## config.mk

```make
export PLATFORM = sky130hd
export DESIGN_NAME = byte_ring_fifo_core
export DESIGN_NICKNAME = d
export VERILOG_FILES = /design/src/brf_pkg.sv /design/src/brf_ctrl.sv /design/src/brf_dp.sv /design/src/byte_ring_fifo_core.sv
export SDC_FILE = /design/constraint.sdc
export NUM_CORES = 2
export LEC_CHECK = 0
export BUFFER_PORTS_ARGS = -buffer_cell sky130_fd_sc_hd__clkbuf_2
export CORE_ASPECT_RATIO = 0.75
export CORE_UTILIZATION = 62
export DETAILED_ROUTE_END_ITERATION = 16
export PLACE_DENSITY = 0.83
export SLEW_MARGIN = 5
export SYNTH_ARGS = -nofsm -noshare
export SYNTH_HDL_FRONTEND = slang
export SYNTH_SLANG_ARGS = --single-unit
```

## constraint.sdc

```tcl
create_clock -name clk -period 7.43 [get_ports clk]
set_input_delay 1.8575 -clock clk [delete_from_list [all_inputs] [get_ports clk]]
set_output_delay 1.8575 -clock clk [all_outputs]
set_load 0.1 [all_outputs]
```

## src/brf_pkg.sv

```systemverilog
package brf_pkg;

	localparam int MAX_DEPTH_DEF = 256;
	localparam int CAP_W         = 9;
	localparam int CAP_RST       = 256;
	localparam int APB_AW        = 3;
	localparam int APB_DW        = 32;
	localparam int BYTE_W        = 8;
	localparam int FILL_W        = 8;
	localparam int MODE_W        = 2;

	localparam logic [MODE_W-1:0] MODE_PUSH  = 2'd0;
	localparam logic [MODE_W-1:0] MODE_POP   = 2'd1;
	localparam logic [MODE_W-1:0] MODE_FLUSH = 2'd2;

	// register index, taken from paddr[2]
	localparam logic REG_CAP = 1'b0;

	typedef struct packed {
		logic start;     // input beat taken: run the op, read the ring
		logic load_out;  // move the result into the output register
	} brf_cmd_t;

	typedef struct packed {
		logic out_free;  // output register empty or being drained
	} brf_sts_t;

endpackage

```

## src/brf_ctrl.sv

```systemverilog
module brf_ctrl (
	input  logic            clk,
	input  logic            arst_n,
	input  logic            in_valid,
	output logic            in_ready,
	input  brf_pkg::brf_sts_t sts,
	output brf_pkg::brf_cmd_t cmd
);
	import brf_pkg::*;

	typedef enum logic [1:0] {
		ST_IDLE = 2'b01,
		ST_EXEC = 2'b10
	} state_t;

	state_t state_q, state_nxt;

	always_comb begin
		state_nxt    = state_q;
		in_ready     = 1'b0;
		cmd.start    = 1'b0;
		cmd.load_out = 1'b0;
		case (state_q)
			ST_IDLE: begin
				in_ready = 1'b1;
				if (in_valid) begin
					cmd.start = 1'b1;
					state_nxt = ST_EXEC;
				end
			end
			ST_EXEC: begin
				// wait here while the previous result is still held
				if (sts.out_free) begin
					cmd.load_out = 1'b1;
					state_nxt    = ST_IDLE;
				end
			end
			default: state_nxt = ST_IDLE;
		endcase
	end

	always_ff @(posedge clk or negedge arst_n) begin
		if (!arst_n) begin
			state_q <= ST_IDLE;
		end else begin
			state_q <= state_nxt;
		end
	end

endmodule

```

## src/brf_dp.sv

```systemverilog
module brf_dp #(
	parameter int MAX_DEPTH = brf_pkg::MAX_DEPTH_DEF
) (
	input  logic                          clk,
	input  logic                          arst_n,
	input  brf_pkg::brf_cmd_t             cmd,
	output brf_pkg::brf_sts_t             sts,
	input  logic [brf_pkg::MODE_W-1:0]    in_mode,
	input  logic [brf_pkg::BYTE_W-1:0]    in_byte,
	input  logic                          cfg_we,
	input  logic [brf_pkg::CAP_W-1:0]     cfg_wdata,
	output logic [brf_pkg::CAP_W-1:0]     cap,
	output logic                          out_valid,
	input  logic                          out_ready,
	output logic [brf_pkg::BYTE_W-1:0]    out_byte,
	output logic                          out_ok,
	output logic [brf_pkg::FILL_W-1:0]    out_fill
);
	import brf_pkg::*;

	localparam int PW = (MAX_DEPTH > 2) ? $clog2(MAX_DEPTH) : 1;
	localparam int LW = PW + 1;

	logic [BYTE_W-1:0] mem [MAX_DEPTH];

	logic [CAP_W-1:0]  cap_q;
	logic [PW-1:0]     wr_q, rd_q;
	logic [MODE_W-1:0] mode_s1;
	logic              ok_s1;
	logic [BYTE_W-1:0] rdata_q;
	logic              oval_q;
	logic [BYTE_W-1:0] obyte_q;
	logic              ook_q;
	logic [FILL_W-1:0] ofill_q;

	logic [31:0]       cap32;
	logic [LW-1:0]     len;
	logic [LW-1:0]     wr_inc, rd_inc;
	logic [PW-1:0]     wr_nxt, rd_nxt;
	logic [LW-1:0]     held;
	logic              full, empty, op_ok;

	// effective ring length: register saturated to 2..MAX_DEPTH
	always_comb begin
		cap32 = 32'(cap_q);
		if (cap32 < 32'd2)
			len = LW'(2);
		else if (cap32 > 32'(MAX_DEPTH))
			len = LW'(MAX_DEPTH);
		else
			len = LW'(cap32);
	end

	assign wr_inc = LW'(wr_q) + LW'(1);
	assign rd_inc = LW'(rd_q) + LW'(1);
	assign wr_nxt = (wr_inc >= len) ? '0 : wr_inc[PW-1:0];
	assign rd_nxt = (rd_inc >= len) ? '0 : rd_inc[PW-1:0];
	assign full   = (wr_nxt == rd_q);
	assign empty  = (wr_q == rd_q);

	always_comb begin
		case (in_mode)
			MODE_PUSH:  op_ok = !full;
			MODE_POP:   op_ok = !empty;
			MODE_FLUSH: op_ok = 1'b1;
			default:    op_ok = 1'b0;
		endcase
	end

	// count by conditional add of the length
	assign held = (wr_q >= rd_q) ? (LW'(wr_q) - LW'(rd_q))
	                             : (len + LW'(wr_q) - LW'(rd_q));

	always_ff @(posedge clk or negedge arst_n) begin
		if (!arst_n) begin
			cap_q  <= CAP_W'(CAP_RST);
			wr_q   <= '0;
			rd_q   <= '0;
			oval_q <= 1'b0;
		end else begin
			if (cfg_we) begin
				cap_q <= cfg_wdata;
				wr_q  <= '0;
				rd_q  <= '0;
			end else if (cmd.start && op_ok) begin
				case (in_mode)
					MODE_PUSH:  wr_q <= wr_nxt;
					MODE_POP:   rd_q <= rd_nxt;
					MODE_FLUSH: begin
						wr_q <= '0;
						rd_q <= '0;
					end
					default: ;
				endcase
			end
			if (cmd.load_out)
				oval_q <= 1'b1;
			else if (out_ready)
				oval_q <= 1'b0;
		end
	end

	// ring storage and per-op payload
	always_ff @(posedge clk) begin
		if (cmd.start) begin
			rdata_q <= mem[rd_q];
			mode_s1 <= in_mode;
			ok_s1   <= op_ok;
			if (in_mode == MODE_PUSH && op_ok)
				mem[wr_q] <= in_byte;
		end
		if (cmd.load_out) begin
			obyte_q <= (mode_s1 == MODE_POP && ok_s1) ? rdata_q : '0;
			ook_q   <= ok_s1;
			ofill_q <= FILL_W'(held);
		end
	end

	assign sts.out_free = !oval_q || out_ready;
	assign cap          = cap_q;
	assign out_valid    = oval_q;
	assign out_byte     = obyte_q;
	assign out_ok       = ook_q;
	assign out_fill     = ofill_q;

endmodule

```

## src/byte_ring_fifo_core.sv

```systemverilog
// Channel   Dir  Beat contents (low bits first)
// s_axis    in   tdata: data_in[7:0]; tuser: mode[1:0]
// m_axis    out  tdata: data_out[7:0], fill_count[15:8]; tuser: ok
// apb       in   reg 0 at 0x0: capacity_in_use[8:0]
//
// Each beat runs the op and reads the ring memory as ST_IDLE takes it, then
// loads the output register in ST_EXEC; the next beat is taken after that.
// A stalled m_tready holds the op in ST_EXEC until the output frees.
// Reset clears both positions and sets capacity_in_use to 256; ring contents
// are not cleared. A length write also clears both positions.
module byte_ring_fifo_core #(
	parameter int MAX_DEPTH = brf_pkg::MAX_DEPTH_DEF
) (
	input  logic                         clk,
	input  logic                         arst_n,
	input  logic                         s_tvalid,
	output logic                         s_tready,
	input  logic [7:0]                   s_tdata,   // data_in[7:0]
	input  logic [1:0]                   s_tuser,   // mode[1:0]
	output logic                         m_tvalid,
	input  logic                         m_tready,
	output logic [15:0]                  m_tdata,   // data_out[7:0], fill_count[15:8]
	output logic [0:0]                   m_tuser,   // ok
	input  logic                         psel,
	input  logic                         penable,
	input  logic                         pwrite,
	input  logic [brf_pkg::APB_AW-1:0]   paddr,
	input  logic [brf_pkg::APB_DW-1:0]   pwdata,
	output logic [brf_pkg::APB_DW-1:0]   prdata,
	output logic                         pready
);
	import brf_pkg::*;

	brf_cmd_t          cmd;
	brf_sts_t          sts;
	logic              cfg_we;
	logic [CAP_W-1:0]  cap;
	logic [BYTE_W-1:0] out_byte;
	logic              out_ok;
	logic [FILL_W-1:0] out_fill;

	assign pready = 1'b1;
	assign cfg_we = psel && penable && pwrite && pready && (paddr[2] == REG_CAP);
	assign prdata = (paddr[2] == REG_CAP) ? APB_DW'(cap) : '0;

	brf_ctrl u_ctrl (
		.clk      (clk),
		.arst_n   (arst_n),
		.in_valid (s_tvalid),
		.in_ready (s_tready),
		.sts      (sts),
		.cmd      (cmd)
	);

	brf_dp #(
		.MAX_DEPTH (MAX_DEPTH)
	) u_dp (
		.clk       (clk),
		.arst_n    (arst_n),
		.cmd       (cmd),
		.sts       (sts),
		.in_mode   (s_tuser),
		.in_byte   (s_tdata),
		.cfg_we    (cfg_we),
		.cfg_wdata (pwdata[CAP_W-1:0]),
		.cap       (cap),
		.out_valid (m_tvalid),
		.out_ready (m_tready),
		.out_byte  (out_byte),
		.out_ok    (out_ok),
		.out_fill  (out_fill)
	);

	assign m_tdata = {out_fill, out_byte};
	assign m_tuser = out_ok;

endmodule

```

# After elaboration in Yosys (flattened, before gate mapping)
# Memories as Yosys holds them, arrays and structs flattened. A register that Yosys moved wholly into a read port is not among the register bits.
# Cells that the tools add are included.
[word_totals]
n_memories = 1
inputBits = 52
reg_bits = 48
latch_bits = 0
rom_bits = 0
ram_bits = 2048
[classes]
n_mux = 26
shifts = 0
n_eq_ne = 9
mul = 0
n_lt_le_gt_ge = 5
bitwise = 1
div = 0
n_reduce_logical = 18
add_sub_neg = 5
[memory_table]
columns = ["name", "depth", "width", "rd", "rd_clocked_by_memory_dff", "write_ports", "line", "rtl"]
rows = [
  ["u_dp.mem", 256, 8, 1, 1, 1, "brf_dp.sv:24", "logic [BYTE_W-1:0] mem [MAX_DEPTH];"],
]
[op_table]
columns = ["operator", "n"]
rows = [
  ["8-bit 2-to-1 mux", 7],
  ["8-bit case mux with 2 select lines", 2],
  ["9-bit 2-to-1 mux", 3],
  ["8-bit by 1-bit adder with 9-bit output (second input constant)", 2],
  ["9-bit >= comparator", 2],
  ["8-bit == test", 2],
  ["8-bit subtractor", 2],
  ["1-bit 2-to-1 mux", 10],
  ["9-bit > comparator (second input constant)", 1],
  ["9-bit by 2-bit < comparator with 1-bit output (second input constant)", 1],
  ["8-bit adder", 1],
  ["8-bit >= comparator", 1],
  ["2-bit by 1-bit == test with 1-bit output (second input constant)", 3],
  ["1-bit logical AND", 6],
  ["2-bit AND reduction", 3],
  ["3-bit nonzero test", 2],
  ["2-bit == test (second input constant)", 2],
  ["2-bit 2-to-1 mux", 2],
  ["2-bit != test (second input constant)", 2],
  ["2-bit case mux with 2 select lines", 1],
  ["2-bit nonzero test", 2],
  ["1-bit logical NOT", 3],
  ["1-bit case mux with 3 select lines", 1],
  ["2-bit logical NOT", 1],
  ["other kinds (2)", 2],
]

# Logic depth before layout (Yosys ltp)
[logic_depth]
depth_word = 12
mapped_depth = 18
depth_no_buf = 13

# Modules after synthesis
# A second synthesis with hierarchy kept.
[unflattened]
cells_unflattened = 3814
area_unflattened_um2 = 83309.9
[by_module_without_submodules]
columns = ["mod", "cells_each", "seq_area_each_um2", "n_inst", "area_per_inst_um2"]
rows = [
  ["brf_dp", 3770, 62991.7, 1, 82942.0],
  ["byte_ring_fifo_core", 36, 0.0, 1, 276.5],
  ["brf_ctrl", 8, 51.3, 1, 91.3],
]

# Worst setup path before layout
# OpenSTA, ideal clock, no wires.
[synth_timing]
path_type = "in2out"
from = "input paddr[2] (netlist name)"
to = "output prdata[0] (netlist name)"
cell_stages = 2
slack_ps = 2187
arrival_time_ps = 3385
n_path_buf = 1
cell_sequence = "clkbuf_1 -> nor2b_1"
[synth_via]
elab_chain_len = 1
[synth_lines]
columns = ["item", "line", "rtl"]
rows = [
  ["from (decl)", "byte_ring_fifo_core.sv:27", "input logic [brf_pkg::APB_AW-1:0] paddr,"],
  ["9-bit 2-to-1 mux", "byte_ring_fifo_core.sv:44", "assign prdata = (paddr[2] == REG_CAP) ? APB_DW'(cap) : '0;"],
  ["to (decl)", "byte_ring_fifo_core.sv:29", "output logic [brf_pkg::APB_DW-1:0] prdata,"],
]
# No other way between the ends.

# Worst setup path in the final report
[layout_timing]
from = "register u_dp.wr_q[0]"
to = "memory u_dp.mem[217][6] (enable)"
[layout_via]
elab_chain_len = 10
[layout_lines]
columns = ["item", "line", "rtl"]
rows = [
  ["from (decl)", "brf_dp.sv:27", "logic [PW-1:0] wr_q, rd_q;"],
  ["from (signal assigned)", "brf_dp.sv:87", "MODE_PUSH: wr_q <= wr_nxt;"],
  ["8-bit by 1-bit adder with 9-bit output", "brf_dp.sv:54", "assign wr_inc = LW'(wr_q) + LW'(1);"],
  ["9-bit >= comparator", "brf_dp.sv:56", "assign wr_nxt = (wr_inc >= len) ? '0 : wr_inc[PW-1:0];"],
  ["8-bit 2-to-1 mux", "brf_dp.sv:56", ""],
  ["8-bit == test", "brf_dp.sv:58", "assign full = (wr_nxt == rd_q);"],
  ["1-bit logical NOT", "brf_dp.sv:63", "MODE_PUSH: op_ok = !full;"],
  ["1-bit case mux with 3 select lines", "brf_dp.sv:62", "case (in_mode)"],
  ["1-bit logical AND", "brf_dp.sv:109", "if (in_mode == MODE_PUSH && op_ok)"],
  ["1-bit 2-to-1 mux", "brf_dp.sv:109", ""],
  ["1-bit 2-to-1 mux", "brf_dp.sv:105", "if (cmd.start) begin"],
  ["1-bit 2-to-1 mux (not written as such)", "brf_dp.sv:110", "mem[wr_q] <= in_byte;"],
  ["to (decl)", "brf_dp.sv:24", ""],
]
# Parallel ways exist; a longest one is shown, timed or not.

==> results.yml <==
clocking:
  post_cts_buffers: 0
  clk_latency_ps: 840
  cts.sinks: 2104
  cts_made_buffers: 179
  clk_path_buf_depth: 3
  clock-root-buffer: "clkbuf_16"
  cts_resized: 0
  clk_pin_slew_worst_paths_ps: 60
  cts_hold_buf: 0
  cts_tree: "built"
  htreeDepth: 4
pwr:
  power_mw: 30.3
  p_leak_nw: 27.9
  power.density_mw_per_mm2: 333
  max-vdd-ir-drop_uv: 267
worst_setup_path:
  worst-path-stages: 15
  crit_required_ps: 7920
  worst_r2r_endpoint: "u_dp.mem[217][6]$_DFFE_PP_"
  reg2regPathDepth: 15
  end_kind: "flop"
  cp_slowest_cell: "a211oi_2"
  cp_common_cell: "nor2_1"
  endpoint: "u_dp.mem[217][6]$_DFFE_PP_"
  crit_buf_inv: 2
  crit_family: "simple AND/OR/NAND/NOR gates"
  crit_type: "flop to flop"
  regToRegSetupSlack_ps: 1220
  cp.arrival_ps: 6700
  startpoint_type: "flop"
  cp_slowest_stage_delay_ps: 670
  startpoint: "u_dp.wr_q[0]$_DFFE_PN0P_"
  crit_chain: "ha_1 > and3_1 > nand3_1 > nor2_1 > ha_1 > o21ai_0 > nor2_1 > a211oi_2 > nor4bb_1 > nor3_1 > or4_1 > buf_4 > nand3_2 > buf_4 > nor2_1"
  timing.rr.start: "u_dp.wr_q[0]$_DFFE_PN0P_"
  crit_path_max_fanout: 32
placement:
  dp_hpwl_mm: 119
  place.port_buffers: 54
  pre_cts_slack_ps: 1560
  gp_congestion: 0.920
timing:
  fin_ws_ps: 1220
  worstMarginPinSlew_ps: 1560
  finalSetupTns_ps: 0
  rsz0062_at_grt: "no"
  relSlewSlack_pct: -3.86
  post-route-min-period_ps: 6210
  setup_violations: 0
  slew_viol_final: 47
  finalCritPeriodShare_pct: 83.6
  hold_viol_final: 0
  fmax_mhz: 161
  holdWs_ps: 492
  fin_worst_skew_ps: 38.4
logic_synthesis:
  yosysMostFrequentCell: "edfxtp_1"
  yosysUniqueCellTypes: 63
  synthTopCellsByArea: "edfxtp_1 (75%), mux4_2 (18%), nor2_1 (1.3%)"
  syn_area_mm2: 0.0831
  synth_commonest_cells: "edfxtp_1 (2076), mux4_2 (672), nor2_1 (277)"
  yosysWarnings: 0
  netlist_instances: 3714
  yosysTopAreaCellShare_pct: 75.0
  ys.flop_type: "edfxtp_1"
  synthArstFlopShare_pct: 1.33
  avgSynthCellArea_um2: 22.4
  synth-edff-count: 2076
  synth_seq_cells: 2104
  yosys.area.top_type: "edfxtp_1"
  yosysSeqAreaShare_pct: 75.9
global_route:
  antenna_found_initial: 20
  grt_pass1_vias: 41900
  gr-usage-all-layers_pct: 32.9
  grt_max_degree: 205
  grt_overflow: 0
  grt_pass1_wl_mm: 311
floorplan:
  die_w_um: 425
  io_pins: 104
  dieArea_mm2: 0.136
  start_util_pct: 62.9
  core_area_mm2: 0.132
  num_rows: 115
  dieHeight_um: 319
drt:
  wl_per_cell_um: 38.4
  drtPass1Iterations: 8
  drc_errors: 0
  drtIter0Drc: 6941
  viasPerCell: 7.39
  ant_nets: 0
  drt_wl_total_mm: 219
  vias: 42100
worst_hold_path:
  hold-path-cell-count: 0
  hold_class: "flop to flop"
final_layout:
  fillers: 7206
  nets: 3893
  drive_above_1_share_pct: 26.4
  area_growth_pct: 9.45
run_status:
  violations: "slew limit"
  status: "finished with violations"
flow_run:
  cap_violations: 0
-- cells in the final DEF, fill, tap and decap left out, types with 4 or more instances in the layout --
cell        count
o21ai_0        23
clkbuf_1       55
a21oi_1        13
or3_1           4
nand3_2         4
clkbuf_8       13
clkinvlp_4      4
conb_1         24
xnor2_1        16
dfrtp_1        22
ha_1           38
buf_12         16
clkbuf_16     182
edfxtp_1     2076
a22oi_1        17
nand2b_1        4
nor3_1          7
mux4_2        672
fa_1            8
diode_2         4
inv_1          39
nor2b_1        15
nor2_1        277
mux2i_1         8
nand3_1         9
clkbuf_2       46
nand2_1       123
bufinv_16      13
clkinv_2       21
buf_4          28
xor2_1          7
mux2_2          4
nand4_1         5
and2_1         14
and3_1         12
inv_6           7
clkinv_1       40
a21o_1         14
-- worst register-to-register path, delay by kind of cell, from the launching register on --
kind	cells	cell delay, ps
AOI/OAI and AO/OA	2	750
adders and majority gates	2	680
buffers and inverters	2	780
DFF	1	540
and+or+nand+nor	9	3150
-- metrics by stage --
step	utilization [%]	instance area, um2	instances
after floorplan	-	83200	3736
after global placement	64.6	85300	5369
after detailed placement	64.6	85300	5369
after CTS	68.9	91000	5699
after global routing	68.9	91000	5700
final	68.9	91000	5703
-- report_power, final --
| group | switching, mW | leakage [nW] | internal (mW) |
|---|---|---|---|
| Clock | 4.42 | 2.74 | 5.03 |
| Sequential | 0.216 | 19.0 | 13.1 |
| Combinational | 3.99 | 6.16 | 3.53 |
-- kinds of logic (layout without fill, tap and decap cells) --
logic type,after synthesis,count (layout),synth area share [%]
buffers and inverters,264,472,1.42
flip-flops,2104,2104,75.9
adder cells (fa/ha/maj),46,46,0.765
AND/OR/NAND/NOR,498,498,2.56
XOR/XNOR,24,24,0.262
AO/OA/AOI/OAI,92,92,0.769
other,2,28,0.00904
multiplexers,684,684,18.4
-- cell type report --
type,count,area (um2),area share [%]
timing repair buffer,98,871,0.957
sequential,2104,63100,69.3
inverter,44,173,0.190
clock inverter,88,807,0.887
clock buffer,242,4830,5.31
antenna,4,10.0,0.0110
multi-input combinational,1368,19000,20.9
tap,1755,2200,2.41
-- state kept, by name (all words and copies together), names as in the netlist, 2 cells and up --
name and count:
u_dp.mem 2048, u_dp.out_fill 8, u_dp.cap 9, u_ctrl.state_q 2, u_dp.rdata_q 8, u_dp.rd_q 8, u_dp.wr_q 8, u_dp.out_byte 8
u_dp.mode_s1 2
-- worst min-delay path by stage --
| stage | startpoint | end | slack, ps |
|---|---|---|---|
| after floorplan | u_dp.ok_s1$_DFFE_PP_ | u_dp.out_ok$_DFFE_PP_ | 430 |
| after global placement | u_dp.ok_s1$_DFFE_PP_ | u_dp.out_ok$_DFFE_PP_ | 470 |
| after detailed placement | u_dp.ok_s1$_DFFE_PP_ | u_dp.out_ok$_DFFE_PP_ | 470 |
| after CTS | u_dp.ok_s1$_DFFE_PP_ | u_dp.out_ok$_DFFE_PP_ | 510 |
| after global routing | u_dp.ok_s1$_DFFE_PP_ | u_dp.out_ok$_DFFE_PP_ | 520 |
| final | u_dp.ok_s1$_DFFE_PP_ | u_dp.out_ok$_DFFE_PP_ | 490 |
-- per-layer routing --
metal	global-route usage (%)	wire length, um	vias up	part of all wire [%]
met2	51.2	105000	3758	48
li1	-	-	15600	-
met4	11.8	8640	26	3.9
met5	0	215	-	0.098
met3	9.68	28700	573	13
met1	45.0	76000	22100	35
Note: power is estimated with default switching activity, not from simulation.
